$ cat config.mk
export PLATFORM = sky130hd
export DESIGN_NAME = pure_pursuit_step
export DESIGN_NICKNAME = d
export VERILOG_FILES = /design/src/design/pps_pkg.sv /design/src/design/pure_pursuit_step.sv /design/src/design/pps_sub.sv /design/src/design/pps_core.sv
export SDC_FILE = /design/constraint.sdc
export NUM_CORES = 2
export LEC_CHECK = 0
export ABC_AREA = 1
export BUFFER_PORTS_ARGS = -buffer_cell sky130_fd_sc_hd__buf_2
export CORE_MARGIN = 2
export CORE_UTILIZATION = 39
export DETAILED_ROUTE_END_ITERATION = 10
export GPL_ROUTABILITY_DRIVEN = 0
export PLACE_DENSITY_LB_ADDON = 0.15
export REMOVE_ABC_BUFFERS = 1
export SLEW_MARGIN = 20
export SYNTH_ARGS = -nofsm -noshare
export SYNTH_HDL_FRONTEND = slang
export SYNTH_HIERARCHICAL = 1
export SYNTH_SLANG_ARGS = --single-unit
$ cat constraint.sdc
create_clock -name aclk -period 20.6 [get_ports aclk]
set_input_delay 1.03 -clock aclk [delete_from_list [all_inputs] [get_ports aclk]]
set_output_delay 1.03 -clock aclk [all_outputs]
set_load 0.01 [all_outputs]
$ cat src/design/pps_pkg.sv
`timescale 1ns / 1ps
// ----------------------------------------------------------------------------
// pps_pkg
// Shared widths, register indexes, reset values and bundle types of the
// pure pursuit step block.
// ----------------------------------------------------------------------------
package pps_pkg;

    localparam int COORD_W     = 24;
    localparam int FRAC_BITS   = 8;
    localparam int CATCH_UNITS = 10;
    localparam logic [COORD_W-1:0] CATCH_RESET = COORD_W'(CATCH_UNITS << FRAC_BITS);

    // Magnitude of a coordinate difference, its square and the shared unit width
    localparam int MAG_W  = COORD_W + 1;
    localparam int DATA_W = 2 * MAG_W;
    // Quotient and root bits produced one per iteration
    localparam int ROOT_W = COORD_W + 1;
    localparam int CNT_W  = $clog2(ROOT_W);
    localparam int SUM_W  = COORD_W + 3;

    localparam int REG_IDX_W = 2;
    localparam logic [REG_IDX_W-1:0] REG_START_X = 2'd0;
    localparam logic [REG_IDX_W-1:0] REG_START_Y = 2'd1;
    localparam logic [REG_IDX_W-1:0] REG_SPEED   = 2'd2;
    localparam logic [REG_IDX_W-1:0] REG_CATCH   = 2'd3;

    typedef struct packed {
        logic [COORD_W-1:0] start_x;
        logic [COORD_W-1:0] start_y;
        logic [COORD_W-1:0] speed;
        logic [COORD_W-1:0] catch_dist;
    } cfg_t;

    typedef struct packed {
        logic [COORD_W-1:0] fighter_x;
        logic [COORD_W-1:0] fighter_y;
        logic [COORD_W-1:0] distance;
        logic               caught;
    } result_t;

endpackage

$ cat src/design/pure_pursuit_step.sv
`timescale 1ns / 1ps
// A first or non-moving item runs the squared distance and square root; a
// moving one runs the move first; one after a catch skips both. Items go
// one at a time: a new item is taken only while the core is idle. The
// 25-step divider (once per axis) and 25-step square root share one subtractor.
// Reset: synchronous, active low; clears pursuit state, sets registers to
// their defaults (catch distance 10.0) and drops the output valid.
// ----------------------------------------------------------------------------
// pure_pursuit_step
// Fighter pursuit step: moves the fighter toward the previous bomber
// position, reports position, distance and a sticky caught flag per item.
// ----------------------------------------------------------------------------
module pure_pursuit_step
    import pps_pkg::*;
(
    input  logic                 aclk,
    input  logic                 aresetn,
    input  logic                 cfg_wr_en,
    input  logic [REG_IDX_W-1:0] cfg_addr,
    input  logic [COORD_W-1:0]   cfg_wr_data,
    input  logic                 s_valid,
    output logic                 s_ready,
    input  logic [COORD_W-1:0]   s_bomber_x,
    input  logic [COORD_W-1:0]   s_bomber_y,
    input  logic                 s_first_sample,
    output logic                 m_valid,
    input  logic                 m_ready,
    output logic [COORD_W-1:0]   m_fighter_x,
    output logic [COORD_W-1:0]   m_fighter_y,
    output logic [COORD_W-1:0]   m_distance,
    output logic                 m_caught
);

    cfg_t    cfg_reg, cfg_next;
    logic    m_valid_reg, m_valid_next;
    result_t out_reg, out_next;
    logic    core_ready, core_done, out_free;
    result_t core_res;

    always_comb begin
        cfg_next = cfg_reg;
        if (cfg_wr_en) begin
            case (cfg_addr)
                REG_START_X: cfg_next.start_x    = cfg_wr_data;
                REG_START_Y: cfg_next.start_y    = cfg_wr_data;
                REG_SPEED:   cfg_next.speed      = cfg_wr_data;
                REG_CATCH:   cfg_next.catch_dist = cfg_wr_data;
                default:     cfg_next            = cfg_reg;
            endcase
        end
    end

    assign out_free = ~m_valid_reg | m_ready;

    pps_core u_core (
        .aclk     (aclk),
        .aresetn  (aresetn),
        .start    (s_valid & core_ready),
        .in_bx    (s_bomber_x),
        .in_by    (s_bomber_y),
        .in_first (s_first_sample),
        .cfg      (cfg_reg),
        .out_free (out_free),
        .ready    (core_ready),
        .done     (core_done),
        .res      (core_res)
    );

    // Load a finished item into the output slot, drop it once taken
    always_comb begin
        m_valid_next = m_valid_reg;
        out_next     = out_reg;
        if (core_done && out_free) begin
            m_valid_next = 1'b1;
            out_next     = core_res;
        end else if (m_ready) begin
            m_valid_next = 1'b0;
        end
    end

    always_ff @(posedge aclk) begin
        if (!aresetn) begin
            cfg_reg     <= '{start_x: '0, start_y: '0, speed: '0, catch_dist: CATCH_RESET};
            m_valid_reg <= 1'b0;
        end else begin
            cfg_reg     <= cfg_next;
            m_valid_reg <= m_valid_next;
        end
        out_reg <= out_next;
    end

    assign s_ready     = core_ready;
    assign m_valid     = m_valid_reg;
    assign m_fighter_x = out_reg.fighter_x;
    assign m_fighter_y = out_reg.fighter_y;
    assign m_distance  = out_reg.distance;
    assign m_caught    = out_reg.caught;

endmodule

$ cat src/design/pps_sub.sv
`timescale 1ns / 1ps
// ----------------------------------------------------------------------------
// pps_sub
// Shared compare-subtract unit: one trial subtraction per cycle for the
// restoring divider and the digit-by-digit square root.
// ----------------------------------------------------------------------------
module pps_sub
    import pps_pkg::*;
(
    input  logic [DATA_W-1:0] a,
    input  logic [DATA_W-1:0] b,
    output logic [DATA_W-1:0] diff,
    output logic              ge
);

    logic [DATA_W:0] wide_diff;

    assign wide_diff = {1'b0, a} - {1'b0, b};
    assign diff      = wide_diff[DATA_W-1:0];
    assign ge        = ~wide_diff[DATA_W];

endmodule

$ cat src/design/pps_core.sv
`timescale 1ns / 1ps
// ----------------------------------------------------------------------------
// pps_core
// Step sequencer: holds the pursuit state and runs the move (multiply and
// divide per axis), the squared distance and the square root through one
// multiplier and the shared compare-subtract unit.
// ----------------------------------------------------------------------------
module pps_core
    import pps_pkg::*;
(
    input  logic               aclk,
    input  logic               aresetn,
    input  logic               start,
    input  logic [COORD_W-1:0] in_bx,
    input  logic [COORD_W-1:0] in_by,
    input  logic               in_first,
    input  cfg_t               cfg,
    input  logic               out_free,
    output logic               ready,
    output logic               done,
    output result_t            res
);

    typedef enum logic [3:0] {
        ST_IDLE,
        ST_LOAD,
        ST_MULX,
        ST_DIVX,
        ST_UPDX,
        ST_MULY,
        ST_DIVY,
        ST_UPDY,
        ST_SQX,
        ST_SQY,
        ST_SQADD,
        ST_ROOT,
        ST_SETTLE,
        ST_DONE
    } state_t;

    localparam logic signed [SUM_W-1:0] POS_MAX = SUM_W'((1 << (COORD_W-1)) - 1);
    localparam logic signed [SUM_W-1:0] POS_MIN = -SUM_W'(1 << (COORD_W-1));

    state_t             state_reg, state_next;
    logic [COORD_W-1:0] pos_x_reg, pos_x_next;
    logic [COORD_W-1:0] pos_y_reg, pos_y_next;
    logic [COORD_W-1:0] lbx_reg, lbx_next;
    logic [COORD_W-1:0] lby_reg, lby_next;
    logic [COORD_W-1:0] ldist_reg, ldist_next;
    logic               caught_reg, caught_next;
    logic [COORD_W-1:0] bx_reg, bx_next;
    logic [COORD_W-1:0] by_reg, by_next;
    logic               first_reg, first_next;
    logic [DATA_W-1:0]  acc_reg, acc_next;
    logic [DATA_W-1:0]  aux_reg, aux_next;
    logic [ROOT_W-1:0]  quo_reg, quo_next;
    logic [CNT_W-1:0]   cnt_reg, cnt_next;
    logic               neg_reg, neg_next;

    logic [COORD_W-1:0]      da, db;
    logic signed [MAG_W-1:0] delta;
    logic [MAG_W-1:0]        delta_mag;
    logic [MAG_W-1:0]        mul_a;
    logic [DATA_W-1:0]       product;
    logic [DATA_W-1:0]       sub_a, sub_b, sub_diff;
    logic                    sub_ge;
    logic [COORD_W-1:0]      upd_pos;
    logic signed [SUM_W-1:0] step, sum;
    logic [COORD_W-1:0]      sat_pos;
    logic                    caught_now;
    logic [COORD_W-1:0]      dist_sat;
    logic                    last_iter;

    // Difference of coordinates for the current phase
    always_comb begin
        case (state_reg)
            ST_MULY: begin
                da = lby_reg;
                db = pos_y_reg;
            end
            ST_SQX: begin
                da = bx_reg;
                db = pos_x_reg;
            end
            ST_SQY: begin
                da = by_reg;
                db = pos_y_reg;
            end
            default: begin
                da = lbx_reg;
                db = pos_x_reg;
            end
        endcase
    end

    assign delta     = $signed({da[COORD_W-1], da}) - $signed({db[COORD_W-1], db});
    assign delta_mag = delta[MAG_W-1] ? (~delta + 1'b1) : delta;

    assign mul_a   = (state_reg inside {ST_SQX, ST_SQY}) ? delta_mag : {1'b0, cfg.speed};
    assign product = {{MAG_W{1'b0}}, mul_a} * {{MAG_W{1'b0}}, delta_mag};

    always_comb begin
        if (state_reg == ST_ROOT) begin
            sub_a = {acc_reg[DATA_W-3:0], aux_reg[DATA_W-1 -: 2]};
            sub_b = DATA_W'({quo_reg, 2'b01});
        end else begin
            sub_a = acc_reg;
            sub_b = aux_reg;
        end
    end

    pps_sub u_sub (
        .a    (sub_a),
        .b    (sub_b),
        .diff (sub_diff),
        .ge   (sub_ge)
    );

    assign upd_pos = (state_reg == ST_UPDY) ? pos_y_reg : pos_x_reg;
    assign step    = neg_reg ? -$signed({2'b00, quo_reg}) : $signed({2'b00, quo_reg});
    assign sum     = $signed({{3{upd_pos[COORD_W-1]}}, upd_pos}) + step;

    always_comb begin
        if (sum > POS_MAX) begin
            sat_pos = POS_MAX[COORD_W-1:0];
        end else if (sum < POS_MIN) begin
            sat_pos = POS_MIN[COORD_W-1:0];
        end else begin
            sat_pos = sum[COORD_W-1:0];
        end
    end

    assign caught_now = (quo_reg <= {1'b0, cfg.catch_dist});
    assign dist_sat   = quo_reg[ROOT_W-1] ? '1 : quo_reg[COORD_W-1:0];
    assign last_iter  = (cnt_reg == CNT_W'(ROOT_W - 1));

    always_comb begin
        state_next  = state_reg;
        pos_x_next  = pos_x_reg;
        pos_y_next  = pos_y_reg;
        lbx_next    = lbx_reg;
        lby_next    = lby_reg;
        ldist_next  = ldist_reg;
        caught_next = caught_reg;
        bx_next     = bx_reg;
        by_next     = by_reg;
        first_next  = first_reg;
        acc_next    = acc_reg;
        aux_next    = aux_reg;
        quo_next    = quo_reg;
        cnt_next    = cnt_reg;
        neg_next    = neg_reg;
        case (state_reg)
            ST_IDLE: begin
                if (start) begin
                    bx_next    = in_bx;
                    by_next    = in_by;
                    first_next = in_first;
                    state_next = ST_LOAD;
                end
            end
            ST_LOAD: begin
                if (first_reg) begin
                    pos_x_next  = cfg.start_x;
                    pos_y_next  = cfg.start_y;
                    caught_next = 1'b0;
                    state_next  = ST_SQX;
                end else if (caught_reg) begin
                    state_next = ST_DONE;
                end else if (ldist_reg == '0) begin
                    state_next = ST_SQX;
                end else begin
                    state_next = ST_MULX;
                end
            end
            ST_MULX, ST_MULY: begin
                acc_next   = product;
                neg_next   = delta[MAG_W-1];
                aux_next   = DATA_W'(ldist_reg) << (ROOT_W - 1);
                quo_next   = '0;
                cnt_next   = '0;
                state_next = (state_reg == ST_MULX) ? ST_DIVX : ST_DIVY;
            end
            ST_DIVX, ST_DIVY: begin
                if (sub_ge) begin
                    acc_next = sub_diff;
                end
                quo_next = {quo_reg[ROOT_W-2:0], sub_ge};
                aux_next = aux_reg >> 1;
                cnt_next = cnt_reg + 1'b1;
                if (last_iter) begin
                    state_next = (state_reg == ST_DIVX) ? ST_UPDX : ST_UPDY;
                end
            end
            ST_UPDX: begin
                pos_x_next = sat_pos;
                state_next = ST_MULY;
            end
            ST_UPDY: begin
                pos_y_next = sat_pos;
                state_next = ST_SQX;
            end
            ST_SQX: begin
                acc_next   = product;
                state_next = ST_SQY;
            end
            ST_SQY: begin
                aux_next   = product;
                state_next = ST_SQADD;
            end
            ST_SQADD: begin
                aux_next   = acc_reg + aux_reg;
                acc_next   = '0;
                quo_next   = '0;
                cnt_next   = '0;
                state_next = ST_ROOT;
            end
            ST_ROOT: begin
                acc_next = sub_ge ? sub_diff : sub_a;
                quo_next = {quo_reg[ROOT_W-2:0], sub_ge};
                aux_next = aux_reg << 2;
                cnt_next = cnt_reg + 1'b1;
                if (last_iter) begin
                    state_next = ST_SETTLE;
                end
            end
            ST_SETTLE: begin
                ldist_next  = dist_sat;
                lbx_next    = bx_reg;
                lby_next    = by_reg;
                caught_next = caught_now;
                state_next  = ST_DONE;
            end
            ST_DONE: begin
                if (out_free) begin
                    state_next = ST_IDLE;
                end
            end
            default: begin
                state_next = ST_IDLE;
            end
        endcase
    end

    always_ff @(posedge aclk) begin
        if (!aresetn) begin
            state_reg  <= ST_IDLE;
            pos_x_reg  <= '0;
            pos_y_reg  <= '0;
            lbx_reg    <= '0;
            lby_reg    <= '0;
            ldist_reg  <= '0;
            caught_reg <= 1'b0;
            cnt_reg    <= '0;
        end else begin
            state_reg  <= state_next;
            pos_x_reg  <= pos_x_next;
            pos_y_reg  <= pos_y_next;
            lbx_reg    <= lbx_next;
            lby_reg    <= lby_next;
            ldist_reg  <= ldist_next;
            caught_reg <= caught_next;
            cnt_reg    <= cnt_next;
        end
        bx_reg    <= bx_next;
        by_reg    <= by_next;
        first_reg <= first_next;
        acc_reg   <= acc_next;
        aux_reg   <= aux_next;
        quo_reg   <= quo_next;
        neg_reg   <= neg_next;
    end

    assign ready = (state_reg == ST_IDLE);
    assign done  = (state_reg == ST_DONE);
    assign res   = '{fighter_x: pos_x_reg, fighter_y: pos_y_reg,
                     distance: ldist_reg, caught: caught_reg};

endmodule

Word level (Yosys, flattened, before mapping)
Index checks and enable logic that the tools add are counted.
{"block": "word_totals", "reg_bits": 475, "inputBits": 80, "out_inout_bits": 75, "wordCells": 126}
{"block": "op_classes", "addsub": 7, "multipliers": 1, "magnitude_cmp": 3, "n_eq_ne": 23, "muxes": 35, "n_bitwise": 5, "reduce_logical": 28}
{"op": "$pmux W50 S5", "n": 1}
{"op": "$mux W50", "n": 4}
{"op": "$pmux W50 S4", "n": 1}
{"op": "$mux W24", "n": 7}
{"op": "$pmux W24 S2", "n": 2}
{"op": "$pmux W24 S3", "n": 1}
{"op": "$sub A50 B50 Y51", "n": 1}
{"op": "$add A50 B50 Y50", "n": 1}
{"op": "$mul A25 B25 Y50", "n": 1}
{"op": "$mux W25", "n": 2}
{"op": "$pmux W25 S2", "n": 1}
{"op": "$pmux W4 S12", "n": 1}
{"op": "$mux W4", "n": 7}
{"op": "$add A24 B27 Y27", "n": 1}
{"op": "$gt A27 B24 Y1 const B", "n": 1}
{"op": "$lt A27 B24 Y1 const B", "n": 1}
{"op": "$mux W27", "n": 1}
{"op": "$neg A25 Y27", "n": 1}
{"op": "$add A25 B1 Y25 const B", "n": 1}
{"op": "$le A25 B24 Y1", "n": 1}
{"op": "$not A25 Y25", "n": 1}
{"op": "$sub A24 B24 Y25", "n": 1}
{"op": "$eq A4 B4 Y1 const B", "n": 6}
{"op": "$logic_not A24 Y1", "n": 1}
{"op": "other kinds (27)", "n": 56}

Logic depth before layout (Yosys ltp)
{"block": "depth", "ltp_word": 10, "depth_mapped": 62, "mapped_depth_nobuf": 58}

Cells and area by module
Netlist, hierarchy kept.
{"module": "pps_core", "instances": 1, "cells_per_inst": 6096, "area_per_inst_um2": 44287.5}
{"module": "pure_pursuit_step", "instances": 1, "cells_per_inst": 697, "area_per_inst_um2": 6243.5}
{"module": "pps_sub", "instances": 1, "cells_per_inst": 917, "area_per_inst_um2": 4544.4}

Worst setup path after synthesis
Ideal clock, no wire load.
{"block": "synth_timing", "path_kind": "register to register", "from": "register u_core.state_reg[0]", "to": "register u_core.aux_reg[45], data pin", "setup_ns": 0.264, "arrival_ns": 9.489, "t_required_ns": 20.336, "path_slack_ns": 10.847, "path_stages_with_launch": 57, "n_path_buf": 4, "synth_period_minus_slack_ns": 9.753, "path_cell_list": "dfxtp_1 inv_1 nor2_1 inv_1 nor2_1 clkbuf_1 nor2_1 clkbuf_1 clkbuf_1 o21ai_0 ha_1 inv_1 fa_1 xnor2_2 nand2_1 nor2_1 nand2_1 nor2_2 [21 not listed] fa_1 inv_1 fa_1 inv_1 ha_1 nand2_1 inv_1 a21oi_1 o21ai_0 a21oi_1 nand3_1 nand2_1 nand2_1 or2_2 nand3_1 o21ai_0 inv_1 nand4_1"}
{"block": "synth_via", "elab_chain_len": 10, "elab_cells_between_ends": 21, "cone_classes": "add/sub (2); mul (1); eq/ne (8); mux (5); bitwise (1); reduce/logical (4)"}
{"element": "start: declaration", "line": "pps_core.sv:44", "text": "state_t state_reg, state_next;"}
{"element": "start signal: assignment", "line": "pps_core.sv:256", "text": "state_reg <= state_next;"}
{"element": "$eq A4 B3 Y1 / $eq A4 B4 Y1 (equally long branches)", "line": "pps_core.sv:76, pps_core.sv:153, pps_core.sv:99"}
{"element": "$reduce_or A2 Y1 (no source line)"}
{"element": "$mux W24", "line": "pps_core.sv:76", "text": "case (state_reg)"}
{"element": "$sub A24 B24 Y25", "line": "pps_core.sv:96", "text": "assign delta = $signed({da[COORD_W-1], da}) - $signed({db[COORD_W-1], db});"}
{"element": "$not A25 Y25", "line": "pps_core.sv:97", "text": "assign delta_mag = delta[MAG_W-1] ? (~delta + 1'b1) : delta;"}
{"element": "$add A25 B1 Y25", "line": "pps_core.sv:97"}
{"element": "$mux W25", "line": "pps_core.sv:97"}
{"element": "$mux W25", "line": "pps_core.sv:99", "text": "assign mul_a = (state_reg inside {ST_SQX, ST_SQY}) ? delta_mag : {1'b0, cfg.speed};"}
{"element": "$mul A25 B25 Y50", "line": "pps_core.sv:100", "text": "assign product = {{MAG_W{1'b0}}, mul_a} * {{MAG_W{1'b0}}, delta_mag};"}
{"element": "$pmux W50 S5 *", "line": "pps_core.sv:153", "text": "case (state_reg)"}
{"element": "named net u_core.aux_next[45]", "line": "pps_core.sv:55", "text": "logic [DATA_W-1:0] aux_reg, aux_next;"}
{"element": "end signal: assignment", "line": "pps_core.sv:269", "text": "aux_reg <= aux_next;"}
{"element": "end: declaration", "line": "pps_core.sv:55"}
Mark *: on every way through the listed nets, which the timed path passes. The rest lies on a longest branch.
A chain may end at the register's enable or synchronous reset.

Final worst setup path
{"block": "layout_timing", "from": "register u_core.state_reg[3]", "to": "register u_core.acc_reg[49], data pin"}
{"block": "layout_via", "elab_chain_len": 10, "elab_cells_between_ends": 26, "cone_classes": "add/sub (3); mul (1); eq/ne (8); mux (9); bitwise (1); reduce/logical (4)"}
{"element": "$eq A4 B3 Y1 / $eq A4 B4 Y1 (equally long branches)", "line": "pps_core.sv:76, pps_core.sv:153, pps_core.sv:99"}
{"element": "$reduce_or A2 Y1 (no source line)"}
{"element": "$mux W24", "line": "pps_core.sv:76"}
{"element": "$sub A24 B24 Y25", "line": "pps_core.sv:96"}
{"element": "$not A25 Y25", "line": "pps_core.sv:97"}
{"element": "$add A25 B1 Y25", "line": "pps_core.sv:97"}
{"element": "$mux W25", "line": "pps_core.sv:97"}
{"element": "$mux W25", "line": "pps_core.sv:99"}
{"element": "$mul A25 B25 Y50", "line": "pps_core.sv:100"}
{"element": "$pmux W50 S4 *", "line": "pps_core.sv:153"}
{"element": "named net u_core.acc_next[49]", "line": "pps_core.sv:54", "text": "logic [DATA_W-1:0] acc_reg, acc_next;"}
{"element": "end signal: assignment", "line": "pps_core.sv:268", "text": "acc_reg <= acc_next;"}
{"element": "end: declaration", "line": "pps_core.sv:54"}
Mark *: on every way through the listed nets, which the timed path passes. The rest lies on a longest branch. The select of a mux whose other input is x is not followed.

==> summary.md <==
| Metric | Value |
|---|---|
| Number of hold violations in the final report | `0` |
| Root Driver | `clkbuf_16` |
| Critical path endpoint category | `flip-flop` |
| Fill cells | `14800` |
| Total track usage | `0.283` |
| Req. time, crit path | `roughly 21 ns` |
| R2r endpoint | `u_core/acc_reg[49]$_DFFE_PP_` |
| Gr ovfl total | `0` |
| Hold_sp | `u_core/pos_x_reg[12]$_SDFFE_PN0P_` |
| Max clock buf depth | `3` |
| Die area | `between 100000 and 150000 um^2` |
| Final Setup Violations | `0` |
| Routed WL | `about 210000 um` |
| Worst slew margin | `0.166` |
| Clock Skew | `0.0393 ns` |
| Largest net degree at the start of global routing | `89` |
| Largest register FFs | `96` |
| Place WS | `approximately 8.0 ns` |
| Detail Route Antenna Nets | `0` |
| Most common cell after layout, fill and taps aside | `nand2_1` |
| Global-route wire length before repair | `a little over 300000 um` |
| Clk_lat worst skew | `0.68 ns` |
| Seq cells post-synth | `475` |
| CP Data Arrival Time | `13.29 ns` |
| YS warnings | `6` |
| Post-CTS resize count | `0` |
| Nets | `about 8700` |
| Pre-antenna DRT Iters | `8` |
| H-tree depth | `2` |
| Worst flop-to-flop path startpoint | `u_core/state_reg[3]$_SDFFE_PN0P_` |
| Most frequent cells in the layout | `nand2_1 (2013), inv_1 (1385), nor2_1 (849)` |
| Vias in the first global route | `about 50000` |
| Die Span Y | `between 300 and 400 um` |
| IO Count | `~160` |
| Post-DP HPWL | `166000 um` |
| Reg area | `about 12000 um^2` |
| Least-Margin Pin Slew | `about 1.2 ns` |
| Count of pins over their slew limit | `0` |
| Worst Hold End | `m_fighter_x[12]$_DFFE_PP_` |
| Period utilisation layout | `0.625` |
| P&R area growth vs syn | `8.15%` |
| Drt wl/cell | `around 22 um` |
| Core area | `between 100000 and 150000 um^2` |
| Initial Util | `0.394` |
| Iter 0 DRT Violations | `4873` |
| Async S/R FF share, synth | `0` |
| Mapped Avg Cell Area | `7.14 um^2` |
| Startpoint types | `flip-flop` |
| Peak Freq | `around 78 MHz` |
| Crit Path Class | `flip-flop to flip-flop` |
| Status | `complete, no violations` |
| CTS tree | `built` |
| Slowest cell on crit path | `xnor2_2` |
| Worst R2R Path Depth | `between 40 and 50` |
| CP max stage delay | `0.96 ns` |
| Register area share after synthesis | `0.218` |
| Share of cells above drive strength 1 | `0.0741` |
| Post-CTS Setup Inserts | `0` |
| Hold Path Cell Cnt | `0` |
| CP most frequent cell | `nand2_1` |
| Minimum clock period | `roughly 13 ns` |
| RSZ-0062 raised after global routing | `no` |
| IO buf count | `154` |
| MaxCap Viol Count | `0` |
| Gate Count Post-Synth | `approximately 7700` |
| Synthesized area | `roughly 55000 um^2` |
| CTS sink cnt | `~480` |
| Die Wd | `approximately 380 um` |
| Via count | `between 50000 and 60000` |
| Drt drc | `0` |
| Rows | `around 140` |
| Vias/cell | `around 5.3` |
| Setup WS post-layout | `7.73 ns` |
| Multi-input combinational cell area | `between 30000 and 40000 um^2` |
| Number of synthesized flops with an enable pin | `approximately 250` |
| Post-synth top flop | `edfxtp_1` |
| Clock slew at reported path FFs | `roughly 0.090 ns` |
| Reg2reg setup slack | `approximately 7.7 ns` |
| Worst Hold Class | `flip-flop to flip-flop` |
| CP max FO | `48` |
| Distinct cells, synth | `65` |
| Initial antenna violation count | `8` |
| Hold-fix buffers at CTS | `0` |
| TNS Setup | `0 ns` |
| CTS Buf Count | `56` |
## synth_stat cells, drive strengths merged, types with 17 or more instances
| cell | instances | area (um^2) |
|---|---|---|
| inv | 1432 | 5380 |
| clkbuf | 161 | 604 |
| nand4 | 79 | 494 |
| nand3 | 329 | 1690 |
| a21o | 30 | 225 |
| dfxtp | 227 | 4540 |
| o21ai | 368 | 1940 |
| xnor2 | 22 | 215 |
| nor4 | 17 | 106 |
| fa | 530 | 10600 |
| o21bai | 32 | 240 |
| nand2 | 2063 | 7880 |
| edfxtp | 248 | 7450 |
| nand3b | 28 | 214 |
| nor2 | 902 | 3530 |
| xor2 | 97 | 906 |
| a31oi | 54 | 338 |
| buf | 106 | 587 |
| or2 | 45 | 282 |
| nor3 | 57 | 343 |
| ha | 362 | 4530 |
| a21oi | 384 | 1930 |
| a31o | 22 | 193 |
## through the flow
step / hold slack, ns / instance area (um^2) / instances / utilization
4_1_cts: 0.439 / 59500 / 9650 / 0.425
6_report: 0.437 / 59600 / 9654 / 0.426
3_3_place_gp: 0.422 / 57600 / 9544 / 0.412
3_5_place_dp: 0.424 / 57600 / 9544 / 0.412
2_1_floorplan: 0.408 / 53900 / 7452 / -
5_1_grt: 0.446 / 59600 / 9651 / 0.426
## logic make-up after synthesis
group           share of synthesized area
xor+xnor                           0.0204
buf+inv                             0.120
flops                               0.218
fa+ha+maj                           0.275
simple gates                        0.265
compound gates                      0.103
other cells                      0.000136
## how the worst max path moves through the flow
stage | endpoint | slack [ns] | depth (start not counted) | start
2_1_floorplan | u_core/acc_reg[0]$_DFFE_PP_ | 6.54 | 23 | u_core/state_reg[3]$_SDFFE_PN0P_
3_3_place_gp | u_core/acc_reg[49]$_DFFE_PP_ | 8.07 | 53 | u_core/state_reg[2]$_SDFFE_PN0P_
3_5_place_dp | u_core/acc_reg[49]$_DFFE_PP_ | 7.99 | 52 | u_core/state_reg[3]$_SDFFE_PN0P_
4_1_cts | u_core/acc_reg[49]$_DFFE_PP_ | 8.01 | 50 | u_core/state_reg[3]$_SDFFE_PN0P_
5_1_grt | u_core/acc_reg[49]$_DFFE_PP_ | 7.13 | 50 | u_core/state_reg[0]$_SDFFE_PN0P_
6_report | u_core/acc_reg[49]$_DFFE_PP_ | 7.73 | 48 | u_core/state_reg[3]$_SDFFE_PN0P_
## routing by layer
layer / vias to the layer above / track usage / routed length [um]
met5: - / 0 / 48
li1: 24100 / - / -
met3: 430 / 0.0470 / 17300
met4: 6 / 0.139 / 11900
met1: 24700 / 0.370 / 86600
met2: 2192 / 0.454 / 94300
## critical path: cells and delay by family, from the launching register on
kind,cells,cell delay [ns]
AOI/OAI and AO/OA,4,1.15
xor gates and xnor gates,1,0.96
adders and majority gates,9,4.27
buffers and inverters,7,1.78
DFF,1,0.39
and+or+nand+nor,27,4.01
## area by class of cell
cell class                 instances  area share
clock buffer                      74      0.0252
clock inverter                    32     0.00603
timing repair buffer             217      0.0213
tap                             1876      0.0394
multi-input combinational       5539       0.616
sequential                       475       0.201
antenna                            3    0.000126
inverter                        1438      0.0907
Power is not shown: default switching activity piles up to over one toggle a cycle in this logic, so the estimate is an artifact.
